===== config.mk =====
export PLATFORM = sky130hd
export DESIGN_NAME = dv_dif_timecode_rewriter_core
export DESIGN_NICKNAME = d
export VERILOG_FILES = /design/src/design/dvtc_pkg.sv /design/src/design/dv_dif_timecode_rewriter_core.sv /design/src/design/dvtc_tc_counter.sv
export VERILOG_INCLUDE_DIRS = /design/src /design/src/design
export SDC_FILE = /design/constraint.sdc
export NUM_CORES = 1
export LEC_CHECK = 0
export CAP_MARGIN = 20
export CORE_MARGIN = 3
export CORE_UTILIZATION = 65
export DETAILED_ROUTE_END_ITERATION = 10
export DONT_BUFFER_PORTS = 1
export PLACE_DENSITY = 0.88
export SETUP_SLACK_MARGIN = 0.02
export SLEW_MARGIN = 30
export SYNTH_ARGS = -nofsm -noshare
export SYNTH_HDL_FRONTEND = slang
export SYNTH_SLANG_ARGS = --single-unit

===== constraint.sdc =====
create_clock -name clk -period 5.2 [get_ports clk]
set_input_delay 0.26 -clock clk [delete_from_list [all_inputs] [get_ports clk]]
set_output_delay 0.26 -clock clk [all_outputs]
set_load 0.02 [all_outputs]

===== src/design/dv_dif_timecode_rewriter_core_assert.svh =====
// assertion macros for the dv dif timecode rewriter
`ifndef DV_DIF_TIMECODE_REWRITER_CORE_ASSERT_SVH
`define DV_DIF_TIMECODE_REWRITER_CORE_ASSERT_SVH

// same-cycle implication, checked outside reset
`define DVTC_ASSERT_NOW(label, ante, cons, msg) \
  label: assert property (@(posedge clk) disable iff (rst) (ante) |-> (cons)) \
    else $error(msg);

// next-cycle implication, checked outside reset
`define DVTC_ASSERT_NEXT(label, ante, cons, msg) \
  label: assert property (@(posedge clk) disable iff (rst) (ante) |=> (cons)) \
    else $error(msg);

`endif


===== src/design/dvtc_pkg.sv =====
// shared types and constants for the dv dif timecode rewriter
package dvtc_pkg;

  localparam int unsigned BLOCK_BYTES   = 80;
  localparam int unsigned SUBCODE_FIRST = 3;
  localparam int unsigned SUBCODE_LAST  = 66;

  localparam logic [7:0] SYNC_MARKER   = 8'hFF;
  localparam logic [7:0] PACK_TIMECODE = 8'h13;
  localparam logic [3:0] SYNC_ID_A     = 4'd3;
  localparam logic [3:0] SYNC_ID_B     = 4'd9;

  localparam logic [5:0] FPS_RESET = 6'd30;
  localparam logic [5:0] SEC_WRAP  = 6'd60;
  localparam logic [5:0] MIN_WRAP  = 6'd60;
  localparam logic [5:0] HOUR_WRAP = 6'd40;

  localparam logic [2:0] SECT_HEADER  = 3'd0;
  localparam logic [2:0] SECT_SUBCODE = 3'd1;

  // byte offset inside one 8-byte subcode sync block
  typedef enum logic [2:0] {
    SB_START,
    SB_ID,
    SB_MARKER,
    SB_PACK,
    SB_FRAMES,
    SB_SECONDS,
    SB_MINUTES,
    SB_HOURS
  } sb_off_t;

  typedef struct packed {
    logic [7:0] in_byte;
    logic       block_start;
  } in_item_t;

  typedef struct packed {
    logic [7:0] out_byte;
    logic       rewritten;
    logic       block_last;
  } out_item_t;

  typedef struct packed {
    logic [5:0] frame;
    logic [5:0] second;
    logic [5:0] minute;
    logic [5:0] hour;
  } timecode_t;

endpackage


===== src/design/dv_dif_timecode_rewriter_core.sv =====
// top level of the dv dif subcode timecode rewriter
//
// usage:
// - byte channel (byte_valid, byte_stall, byte_item) takes one stream byte
//   per item; block_start marks byte 0 of an 80-byte dif block, otherwise
//   the byte position free-runs 0..79
// - result channel (res_valid, res_stall, res_item) gives one item per input
//   item: the byte, unchanged or with a timecode pack byte patched in bcd,
//   a rewritten flag and a flag on byte 79
// - cfg channel (cfg_valid, cfg_ready, cfg_data) writes frames_per_second;
//   always ready, write only while no item is in flight
// result: res_valid rises in the cycle after an item is accepted
// throughput: one item per cycle while no waiting result is stalled, set by the single result register
// stall: while res_stall holds a waiting result, byte_stall is raised and
//   the result and all stream state hold
// reset: synchronous rst clears position, section, sequence and count
//   state, empties the result register and sets frames_per_second to 30
`include "dv_dif_timecode_rewriter_core_assert.svh"

module dv_dif_timecode_rewriter_core import dvtc_pkg::*; (
  input  logic       clk,
  input  logic       rst,
  input  logic       byte_valid,
  output logic       byte_stall,
  input  in_item_t   byte_item,
  output logic       res_valid,
  input  logic       res_stall,
  output out_item_t  res_item,
  input  logic       cfg_valid,
  output logic       cfg_ready,
  input  logic [5:0] cfg_data
);

  // split a 0..63 value into bcd digits, tens by reciprocal multiply
  function automatic logic [7:0] bcd_of(input logic [5:0] v);
    logic [9:0] prod;
    logic [2:0] tens;
    logic [5:0] units;
    prod  = {4'd0, v} * 10'd13;
    tens  = prod[9:7];
    units = v - ({3'd0, tens} * 6'd10);
    return {1'b0, tens, units[3:0]};
  endfunction

  // stream state
  logic [6:0] byte_position;
  logic [2:0] section_type;
  logic [3:0] previous_sequence;
  logic       sync_id_ok;
  logic       sync_marker_ok;
  logic       pack_matched;
  logic [5:0] frames_per_second;

  logic       accept;
  logic [6:0] pos;
  logic [6:0] byte_position_next;
  logic [2:0] section_type_next;
  logic [3:0] seq;
  logic       advance;
  logic       in_subcode;
  sb_off_t    off;
  logic       sync_id_ok_next;
  logic       sync_marker_ok_next;
  logic       pack_matched_next;
  out_item_t  res_next;
  timecode_t  tc;
  logic [7:0] digits;

  // result register frees up as soon as the receiver takes it
  assign byte_stall = res_valid && res_stall;
  assign accept     = byte_valid && !byte_stall;
  assign cfg_ready  = 1'b1;

  // block_start realigns to byte 0
  assign pos = byte_item.block_start ? 7'd0 : byte_position;
  assign byte_position_next = (pos == 7'(BLOCK_BYTES - 1)) ? 7'd0 : pos + 7'd1;
  assign section_type_next  = (pos == 7'd0) ? byte_item.in_byte[7:5] : section_type;
  assign seq = byte_item.in_byte[7:4];

  // header byte 1: a sequence number that does not grow starts a new frame
  assign advance = accept && (pos == 7'd1) && (section_type == SECT_HEADER)
                   && (seq <= previous_sequence);

  assign in_subcode = (section_type_next == SECT_SUBCODE)
                      && (pos >= 7'(SUBCODE_FIRST)) && (pos <= 7'(SUBCODE_LAST));
  assign off = sb_off_t'(pos[2:0] - 3'(SUBCODE_FIRST));

  dvtc_tc_counter u_counter (
    .clk               (clk),
    .rst               (rst),
    .advance           (advance),
    .frames_per_second (frames_per_second),
    .tc                (tc)
  );

  // pick the count digit for the pack byte being passed
  always_comb begin
    unique case (off)
      SB_SECONDS: digits = bcd_of(tc.second);
      SB_MINUTES: digits = bcd_of(tc.minute);
      SB_HOURS:   digits = bcd_of(tc.hour);
      default:    digits = bcd_of(tc.frame);
    endcase
  end

  // sync block qualification and patching
  always_comb begin
    sync_id_ok_next     = sync_id_ok;
    sync_marker_ok_next = sync_marker_ok;
    pack_matched_next   = pack_matched;
    res_next.out_byte   = byte_item.in_byte;
    res_next.rewritten  = 1'b0;
    res_next.block_last = (pos == 7'(BLOCK_BYTES - 1));
    if (in_subcode) begin
      unique case (off)
        SB_START: begin
          sync_id_ok_next     = 1'b0;
          sync_marker_ok_next = 1'b0;
          pack_matched_next   = 1'b0;
        end
        SB_ID: begin
          sync_id_ok_next = (byte_item.in_byte[3:0] == SYNC_ID_A)
                            || (byte_item.in_byte[3:0] == SYNC_ID_B);
        end
        SB_MARKER: begin
          sync_marker_ok_next = (byte_item.in_byte == SYNC_MARKER);
        end
        SB_PACK: begin
          pack_matched_next = sync_id_ok && sync_marker_ok
                              && (byte_item.in_byte == PACK_TIMECODE);
        end
        SB_FRAMES, SB_HOURS: begin
          // keep bits 7..6, two-bit tens
          if (pack_matched) begin
            res_next.rewritten = 1'b1;
            res_next.out_byte  = {byte_item.in_byte[7:6], digits[5:0]};
          end
        end
        SB_SECONDS, SB_MINUTES: begin
          // keep bit 7, three-bit tens
          if (pack_matched) begin
            res_next.rewritten = 1'b1;
            res_next.out_byte  = {byte_item.in_byte[7], digits[6:0]};
          end
        end
      endcase
    end
  end

  always_ff @(posedge clk) begin
    if (rst) begin
      byte_position     <= '0;
      section_type      <= '0;
      previous_sequence <= '0;
      sync_id_ok        <= 1'b0;
      sync_marker_ok    <= 1'b0;
      pack_matched      <= 1'b0;
      res_valid         <= 1'b0;
    end else begin
      if (accept) begin
        byte_position  <= byte_position_next;
        section_type   <= section_type_next;
        sync_id_ok     <= sync_id_ok_next;
        sync_marker_ok <= sync_marker_ok_next;
        pack_matched   <= pack_matched_next;
        if ((pos == 7'd1) && (section_type == SECT_HEADER)) begin
          previous_sequence <= seq;
        end
      end
      if (accept) begin
        res_valid <= 1'b1;
      end else if (!res_stall) begin
        res_valid <= 1'b0;
      end
    end
  end

  // result payload, no reset needed
  always_ff @(posedge clk) begin
    if (accept) begin
      res_item <= res_next;
    end
  end

  // frame rate register
  always_ff @(posedge clk) begin
    if (rst) begin
      frames_per_second <= FPS_RESET;
    end else if (cfg_valid && cfg_ready) begin
      frames_per_second <= cfg_data;
    end
  end

  // accepted item always shows up in the result register next cycle
  `DVTC_ASSERT_NEXT(a_accept_gives_result, accept, res_valid, "accepted item lost")
  // a patched byte only comes from a qualified sync block
  `DVTC_ASSERT_NOW(a_rewrite_needs_match, res_valid && res_item.rewritten, pack_matched,
    "rewrite without matched pack")
  // last byte of a block leaves the position at zero
  `DVTC_ASSERT_NOW(a_last_wraps_position, res_valid && res_item.block_last,
    byte_position == 7'd0, "position did not wrap after byte 79")

endmodule


===== src/design/dvtc_tc_counter.sv =====
// frame/second/minute/hour counter advanced once per new frame
module dvtc_tc_counter import dvtc_pkg::*; (
  input  logic       clk,
  input  logic       rst,
  input  logic       advance,
  input  logic [5:0] frames_per_second,
  output timecode_t  tc
);

  logic      count_started;
  timecode_t count;
  timecode_t count_next;
  logic [5:0] frame_inc;

  always_comb begin
    frame_inc  = count.frame + 6'd1;
    count_next = count;
    if (frame_inc >= frames_per_second) begin
      count_next.frame = '0;
      if (count.second + 6'd1 >= SEC_WRAP) begin
        count_next.second = '0;
        if (count.minute + 6'd1 >= MIN_WRAP) begin
          count_next.minute = '0;
          count_next.hour   = (count.hour + 6'd1 >= HOUR_WRAP) ? 6'd0 : count.hour + 6'd1;
        end else begin
          count_next.minute = count.minute + 6'd1;
        end
      end else begin
        count_next.second = count.second + 6'd1;
      end
    end else begin
      count_next.frame = frame_inc;
    end
  end

  always_ff @(posedge clk) begin
    if (rst) begin
      count_started <= 1'b0;
      count         <= '0;
    end else if (advance) begin
      // first new frame only arms the count
      count_started <= 1'b1;
      if (count_started) begin
        count <= count_next;
      end
    end
  end

  assign tc = count;

endmodule

== Yosys cells after proc, flatten, opt, wreduce, memory -nomap -nowiden ==
Index checks and enable logic that the tools add are counted.

* Flip-flop bits (word level): 59
* Output and inout port bits: 13
* Word-level logic and storage cells: 101

* Add/subtract/negate cells: 10
* Multiply operators: 8
* Magnitude comparators: 7
* Equal/unequal tests: 15
* Muxes and demuxes: 17
* Reductions and logical operators: 28

{| class="wikitable"
|+ Operator list
! operator !! number
|-
| $mul 6x4->10 const B || 4
|-
| $add 6x1->6 const B || 4
|-
| $mux 6 || 4
|-
| $mux 7 || 3
|-
| $pmux 7 s3 || 1
|-
| $ge 6x6->1 const B || 3
|-
| $mux 8 || 2
|-
| $pmux 8 s2 || 1
|-
| $sub 4x4->4 || 4
|-
| $eq 3x3->1 const B || 4
|-
| $mul 3x3->3 const B || 4
|-
| $reduce_and 3->1 || 4
|-
| $logic_and 1x1->1 || 10
|-
| $eq 8x5->1 const B || 1
|-
| $eq 8x8->1 const B || 1
|-
| $add 7x1->7 const B || 1
|-
| $eq 7x1->1 const B || 1
|-
| $eq 7x7->1 const B || 1
|-
| $ge 7x2->1 const B || 1
|-
| $le 7x7->1 const B || 1
|-
| $logic_not 7->1 || 1
|-
| $eq 3x1->1 const B || 2
|-
| $eq 3x2->1 const B || 2
|-
| $ge 6x6->1 || 1
|-
| other kinds (16) || 24
|}

== Longest topological paths before layout ==
Gate-level depths: netlist of run 1.

* Word-level depth: 7
* Depth in mapped cells: 16
* Mapped depth without buffers: 16

== Cells and area by module ==
A second synthesis of run 1 with hierarchy kept.

* Cell total of the unflattened synthesis: 637
* Area total of the unflattened synthesis: 5411.4 µm²

{| class="wikitable"
|+ By module, submodules not included
! module !! times used !! cells each !! area each (µm²) !! seq. area each (µm²)
|-
| dv_dif_timecode_rewriter_core || 1 || 426 || 3697.3 || 780.7
|-
| dvtc_tc_counter || 1 || 211 || 1714.1 || 500.5
|}

== Worst setup path before layout of run 1 ==
Ideal clock, no wire load.

* Kind: register to register
* Start: reg u_counter.count, in the netlist u_counter.tc[18]
* End: reg res_item[5] (netlist name), data pin
* Setup time: 256 ps
* Data arrival time: 3412 ps
* Data required time: 4944 ps
* Path slack: 1532 ps
* Cell stages (with the launch flop): 16
* Path buffers: 0
* Period minus slack after synthesis: 3668 ps
* Cell sequence: dfxtp_1 ha_1 inv_1 fa_1 inv_1 ha_1 a41oi_1 o21ai_0 xor2_1 ha_1 fa_1 xor2_1 xnor2_1 xnor2_1 nand2_1 a31o_2

{| class="wikitable"
|+ RTL lines
! what !! RTL line !! RTL
|-
| start: declaration || dvtc_tc_counter.sv:11 || <nowiki>timecode_t count;</nowiki>
|-
| start signal: assignment || dvtc_tc_counter.sv:44 || <nowiki>count <= count_next;</nowiki>
|-
| end signal: assignment || dv_dif_timecode_rewriter_core.sv:181 || <nowiki>res_item <= res_next;</nowiki>
|-
| end: declaration || dv_dif_timecode_rewriter_core.sv:28 || <nowiki>output out_item_t res_item,</nowiki>
|}

==> flow_summary_export.csv, run 1 <==
group,metric,value,unit
grt,grt_max_degree,33,
synthesis,synth_edf_count,10,
setup_path,crit_chain,"ha_1, inv_1, fa_1, inv_1, ha_1, a41oi_1, o21ai_0, xor2_1, ha_1, fa_1, xor2_1, xnor2_1, xnor2_1, nand2_1, a31o_2",
pwr,ir_drop,157,µV
routing,ant_nets,0,
hold_path,min_path_cells,1,
outcome,outcome,"finished clean",
synthesis,yosysTopAreaCell,"dfxtp_1",
pwr,power.switching,0.273,mW
pwr,comb_power_share,0.066,
synthesis,synth_area_per_cell,8.63,µm²
cells_and_area,area_delta_synth_final,6.46,%
setup_path,cpPeakStageDelay,510,ps
grt,grt_usage,0.276,
grt,overflow,0,
hold_path,hold_path_class,"in -> reg",
die,io_pins,33,
timing,setup_violations,0,
setup_path,rr_endpoint,"res_item[5]",
pwr,clkPwrFrac,0.487,
pwr,cellPowerDensity,203,nW/µm²
clock_tree,cts_made_buffers,9,
timing,fin_setup_tns,0,ps
die,core-area,7410,µm²
setup_path,crit_type,"reg -> reg",
timing,drv_slew,0,
setup_path,crit_required,5300,ps
setup_path,cp_slowest_cell,"dfxtp_1",
synthesis,synth.area.top_cells,"dfxtp_1 19%, ha_1 19%, edfxtp_1 5.9%, a21oi_1 4.6%, xnor2_1 4.5%",
routing,initialDrtViolationCount,323,
hold_path,hold_end,"u_counter.tc[14]",
clock_tree,path_clk_slew,70,ps
clock_tree,post_cts_resized,0,
synthesis,yosysUniqueCellTypes,67,
routing,vias_per_cell,6.28,
timing,timing.fmax,241,MHz
clock_tree,cts_tree,"built",
timing,relSlewSlack,0.380,
pwr,p_leak,2.53,nW
setup_path,reg2reg_depth,15,
timing,period_needed,4150,ps
hold_path,min-delay-start,"rst",
synthesis,synth-async-reset-ratio,0,
clock_tree,cts_max_level,3,
setup_path,critPathCaptureType,"register",
pwr,seqPwrFrac,0.446,
clock_tree,clockBufferDepth,2,
die,die_x,94.3,µm
cells_and_area,final_common_cell,"ha_1",
routing,via_count,4321,
timing,tightest_slew,923,ps
grt,grtUsageMet3,0.0645,
grt,antenna_found_initial,0,
cells_and_area,post-route-util,0.729,
cells_and_area,drive_gt1_frac,0.0560,
place,dp.cells,670,
cells_and_area,final_cells,688,
grt,grt_pass1_vias,4265,
routing,drt_wl_total,11700,µm
synthesis,ys.flop_type,"dfxtp_1",
synthesis,yosysSeqAreaShare,0.253,
grt,grt.met2_usage,0.467,
place,placedInstanceArea,5120,µm²
synthesis,synth_seq_cells,59,
cells_and_area,fin_area,5400,µm²
die,fp.dieArea,8900,µm²
setup_path,cp_data_arrival_time,4250,ps
die,start_util,0.685,
clock_tree,cts.sinks,59,
setup_path,crit_top_cell,"ha_1",
clock_tree,clk_latency,360,ps
grt,grt_pass1_wl,19700,µm
place,io_buffers,0,
die,row_count,31,
timing,hold_violations,0,
grt,top_usage_layer,"met2",
routing,wl_per_cell,17.0,µm
pwr,internal_power,0.825,mW
clock_tree,cts-root-buf,"clkbuf_8",
pwr,swShare,0.248,
setup_path,start_kind,"register",
clock_tree,cts_setup_buffers,0,
routing,first_pass_iters,5,
place,routabilityCongestion,0.902,
setup_path,reg2reg_setup_slack,1050,ps
timing,rsz0062_at_grt,"false",
grt,grt_use_met1,0.350,
timing,min_period_over_period,0.798,
synthesis,syn_inst,588,
cells_and_area,nNetsFinal,692,
setup_path,worstPathMaxFanout,7,
place,hpwl,8360,µm
cells_and_area,final_cell_mix,"77 x ha_1, 55 x inv_1, 49 x dfxtp_1, 47 x a21oi_1, 47 x nor2_1",
run,drv_cap,0,
timing,clock_skew,15.6,ps
timing,whs,20.2,ps
synthesis,yosysWarnings,0,
synthesis,synth_area,5070,µm²
cells_and_area,fill_cells,517,
setup_path,r2r-start,"u_counter.tc[18]",
die,die_h,94.3,µm
cells_and_area,antennaDiodeCount,0,
synthesis,synth_fp_nets,696,
synthesis,synth_top_cell_area_share,0.193,
routing,drc,0,
[sequential cells by signal, summed over array words and instances, names as in the netlist]
register,flops
u_counter.tc,24
res_item,10
byte_position,7
frames_per_second,6
previous_sequence,4
section_type,3
pack_matched,1
res_valid,1
sync_id_ok,1
sync_marker_ok,1
u_counter.count_started,1
[kinds of logic after synthesis]
logic type                 share of synthesized area
other                                       0.000739
xor gates and xnor gates                      0.0708
adders and majority gates                      0.233
buffers and inverters                         0.0570
muxes                                         0.0220
and+or+nand+nor                                0.189
AOI/OAI and AO/OA                              0.174
DFF                                            0.253
[layer usage]
metal  wire length, µm  vias up
li1                  -     2091
met2              5680      164
met5                 0        -
met4               198        0
met1              5030     2041
met3               807       25
[power by group through the flow]
stage / Clock, mW / Sequential (mW) / Combinational (mW)
2_1_floorplan: 0 / 0.498 / 0.0600
3_3_place_gp: 0 / 0.500 / 0.0623
3_5_place_dp: 0 / 0.500 / 0.0643
4_1_cts: 0.542 / 0.490 / 0.0720
5_1_grt: 0.557 / 0.491 / 0.0807
6_report: 0.535 / 0.490 / 0.0729
[stage by stage]
step	setup slack [ps]	power (mW)
2_1_floorplan	1530	0.558
3_3_place_gp	1220	0.562
3_5_place_dp	1180	0.565
4_1_cts	1090	1.10
5_1_grt	770	1.13
6_report	1050	1.10
[synth_stat cells, drive strengths merged, types with 4 or more instances]
library cell	n
o31ai	4
edfxtp	10
or3	4
o211ai	8
nor4	4
o21a	7
ha	77
clkbuf	13
nand2	43
o21ai	25
inv	55
a21oi	48
nand3	23
buf	5
and2	4
nand3b	5
nand4	10
xor2	15
mux2i	10
a21o	8
nor3	10
nor2b	5
xnor2	26
fa	11
dfxtp	49
nand2b	11
nor2	48
[worst max-delay path, delay by kind of cell, from the launching register on]
kind	cells	cell delay [ps]
adder cells (fa/ha/maj)	5	1700
AND/OR/NAND/NOR	1	80
flip-flops	1	510
XOR/XNOR	4	700
AO/OA/AOI/OAI	3	780
buffers and inverters	2	130
[worst max path at each step]
stage / start / endpoint
3_5_place_dp: u_counter.tc[18] / res_item[5]
4_1_cts: u_counter.tc[18] / res_item[5]
5_1_grt: u_counter.tc[2] / res_item[5]
6_report: u_counter.tc[18] / res_item[5]
2_1_floorplan: u_counter.tc[18] / res_item[5]
3_3_place_gp: u_counter.tc[18] / res_item[5]
[repair_timing]
| item | 4_1_cts | 5_1_grt |
|---|---|---|
| setup endpoints to repair | 0 | 0 |
| endpoints found under the hold margin | 33 | 0 |
| hold buffers | 2 | 0 |
[cell type report]
class                   count  area, µm²  area share
clock buffers               9        124      0.0229
clock inverters             7        125      0.0232
inverters                  55        206      0.0382
multi-input cells         456       3500       0.649
flip-flops and latches     59       1280       0.237
well taps                  99        124      0.0229
repair buffers              3       37.5     0.00695
No activity file was read; power rests on OpenSTA's default activity.
==> inputs of run 2 (changes only) <==
--- a/config.mk
+++ b/config.mk
@@ -6,6 +6,7 @@
 export SDC_FILE = /design/constraint.sdc
 export NUM_CORES = 1
 export LEC_CHECK = 0
+export ABC_AREA = 1
 export CAP_MARGIN = 20
 export CORE_MARGIN = 3
 export CORE_UTILIZATION = 65
==> constraint.sdc (replaced) <==
create_clock -name clk -period 4 [get_ports clk]
set_input_delay 0.2 -clock clk [delete_from_list [all_inputs] [get_ports clk]]
set_output_delay 0.2 -clock clk [all_outputs]
set_load 0.02 [all_outputs]
==> run 2 against run 1 <==
  * Sequential share of layout area shrank 0.90 points
  * Synthesized cell count rose by 25%
  * First-iteration DRC count is 6.5% lower
  * Hold slack got worse by 7.3 ps
  * Largest cell class unchanged
  * Combinational power grew 44%
  * Largest power group is now registers
  * Non-clock buffer count is 6 higher
  * Design area increased by 4.0%
==> flow_summary_export.csv, run 2 <==
group,metric,value,unit
routing,vias_per_cell,5.79,
clock_tree,cts_tree,"built",
setup_path,startpoint,"u_counter.tc[6]",
pwr,ir_drop,167,µV
pwr,swShare,0.267,
clock_tree,clk_latency,350,ps
routing,ant_nets,0,
timing,clock_skew,14.7,ps
pwr,total_power,1.38,mW
synthesis,synth-async-reset-ratio,0,
synthesis,yosysMostFrequentCell,"nand2_1",
timing,hold_violations,0,
synthesis,syn_inst,733,
place,hpwl,9590,µm
cells_and_area,area_delta_synth_final,7.45,%
routing,drt_wl_total,13100,µm
clock_tree,cts_max_level,3,
clock_tree,cts.sinks,59,
pwr,p_leak,2.96,nW
routing,via_count,4927,
place,io_buffers,0,
timing,relSlewSlack,0.561,
clock_tree,path_clk_slew,80,ps
cells_and_area,post-route-util,0.723,
synthesis,synth_edf_count,10,
place,dp.cells,827,
grt,grt_max_degree,28,
pwr,cellPowerDensity,245,nW/µm²
synthesis,yosysWarnings,0,
timing,whs,12.9,ps
grt,grt_pass1_vias,4699,
outcome,outcome,"finished clean",
cells_and_area,largest_register_ff_count,24,
routing,initialDrtViolationCount,302,
setup_path,crit_type,"reg -> reg",
synthesis,yosysUniqueCellTypes,42,
setup_path,reg2reg_depth,20,
die,start_util,0.673,
die,row_count,32,
setup_path,cp-endpoint,"res_item[5]",
die,io_pins,33,
pwr,comb_power_share,0.076,
timing,tightest_slew,657,ps
setup_path,critPathCaptureType,"register",
clock_tree,clockBufferDepth,2,
cells_and_area,antennaDiodeCount,0,
timing,rsz0062_at_grt,"false",
routing,wl_per_cell,15.4,µm
timing,setup_violations,0,
clock_tree,post_cts_resized,0,
synthesis,yosysTopAreaCell,"dfxtp_1",
die,die_h,95.7,µm
synthesis,ys.flop_type,"dfxtp_1",
hold_path,hold_path_class,"in -> reg",
pwr,power.switching,0.368,mW
grt,antenna_found_initial,0,
setup_path,r2r-start,"u_counter.tc[6]",
setup_path,worstPathMaxFanout,6,
cells_and_area,drive_gt1_frac,0.0574,
timing,fin_setup_tns,0,ps
synthesis,synth_fp_nets,841,
place,routabilityCongestion,0.912,
timing,timing.fmax,268,MHz
die,core-area,7770,µm²
synthesis,synth_area,5230,µm²
pwr,clkPwrFrac,0.460,
die,die_x,95.7,µm
pwr,seqPwrFrac,0.463,
setup_path,rr_endpoint,"res_item[5]",
cells_and_area,final_cell_mix,"172 x nand2_1, 125 x inv_1, 77 x ha_1, 52 x a21oi_1",
setup_path,reg2reg_setup_slack,260,ps
synthesis,synth_top_cell_area_share,0.188,
die,fp.dieArea,9150,µm²
grt,overflow,0,
run,drv_cap,0,
timing,drv_slew,0,
clock_tree,cts-root-buf,"clkbuf_8",
setup_path,start_kind,"register",
setup_path,crit_required,4120,ps
synthesis,synth_seq_cells,59,
synthesis,synth_area_per_cell,7.13,µm²
cells_and_area,final_common_cell,"nand2_1",
routing,first_pass_iters,5,
timing,period_needed,3740,ps
routing,drc,0,
cells_and_area,final_cells,851,
clock_tree,cts_made_buffers,9,
synthesis,synthTopCellsByCount,"172 x nand2_1, 125 x inv_1, 77 x ha_1",
cells_and_area,nNetsFinal,852,
setup_path,cp_data_arrival_time,3850,ps
pwr,internal_power,1.01,mW
synthesis,yosysSeqAreaShare,0.245,
timing,min_period_over_period,0.934,
grt,grt_usage,0.296,
grt,grt_pass1_wl,21200,µm
synthesis,synth.area.top_cells,"dfxtp_1 19%, ha_1 18%, nand2_1 12%, inv_1 9.0%, edfxtp_1 5.7%",
run 2: changes by cell type after synthesis, sizes merged, moves of 7 or more:
| cell | previous run | this run |
|---|---|---|
| nor2 | 48 | 55 |
| o21a | 7 | 0 |
| nand2 | 43 | 182 |
| nand2b | 11 | 0 |
| inv | 55 | 129 |
| nand3 | 23 | 49 |
| mux2i | 10 | 1 |
| xnor2 | 26 | 8 |
run 2: final cells by class:
cell class | count | area, µm²
timing repair buffer | 9 | 82.6
clock buffer | 9 | 124
clock inverter | 7 | 100
fill | 588 | 2150
tap | 102 | 128
multi-input combinational | 536 | 3410
inverter | 129 | 487
sequential | 59 | 1280
run 2: cells by family after synthesis:
kind of cell    share of synthesized area
flops                               0.245
simple gates                        0.267
xor+xnor                           0.0419
compound gates                      0.114
other cells                      0.000718
fa+ha+maj                           0.227
mux                               0.00192
buf+inv                             0.102
run 2: worst min path at each step:
stage | startpoint | endpoint | cells past startpoint | slack (ps)
floorplan | byte_item[8] | res_item[9] | 0 | 300
global placement | rst | byte_position[4] | 1 | 270
detailed placement | rst | byte_position[4] | 1 | 270
CTS | cfg_valid | frames_per_second[0] | 2 | 10
global route | cfg_valid | frames_per_second[0] | 2 | 20
finish | cfg_valid | frames_per_second[0] | 2 | 10
run 2: what timing repair did:
| action | CTS | global route |
|---|---|---|
| buffers inserted | 0 | 0 |
| endpoints found under the hold margin | 29 | 0 |
| hold buffers | 8 | 0 |
run 2: per-stage QoR:
| step | area (µm²) | setup slack (ps) |
|---|---|---|
| 2_1_floorplan | 5230 | 721 |
| 3_3_place_gp | 5320 | 546 |
| 3_5_place_dp | 5320 | 353 |
| 4_1_cts | 5620 | 338 |
| 5_1_grt | 5610 | 26.0 |
| 6_report | 5610 | 262 |
run 2: power groups by stage:
stage | clock [mW] | sequential (mW) | combinational (mW)
after global placement | 0 | 0.650 | 0.0830
after global routing | 0.665 | 0.639 | 0.116
after detailed placement | 0 | 0.650 | 0.0885
final | 0.633 | 0.637 | 0.105
after CTS | 0.635 | 0.637 | 0.102
after floorplan | 0 | 0.647 | 0.0743
run 2: worst max-delay path, cell delays in order (launching register included):
cell,delay (ps)
dfxtp_1,430
ha_1,250
inv_1,70
fa_1,500
inv_1,40
ha_1,270
nand2_1,50
o21ai_0,220
nand2_1,150
nand2_1,140
a21oi_1,90
xnor2_1,190
fa_1,470
inv_1,100
nand3_1,70
nand2_1,80
nand2_1,60
nand3_1,90
nand4_1,110
nand3_1,80
nand2_1,50
run 2: per-layer routing:
layer	track usage	wire length, µm
met1	0.336	5220
met2	0.496	6260
met3	0.0718	863
met4	0.184	737
met5	0	0
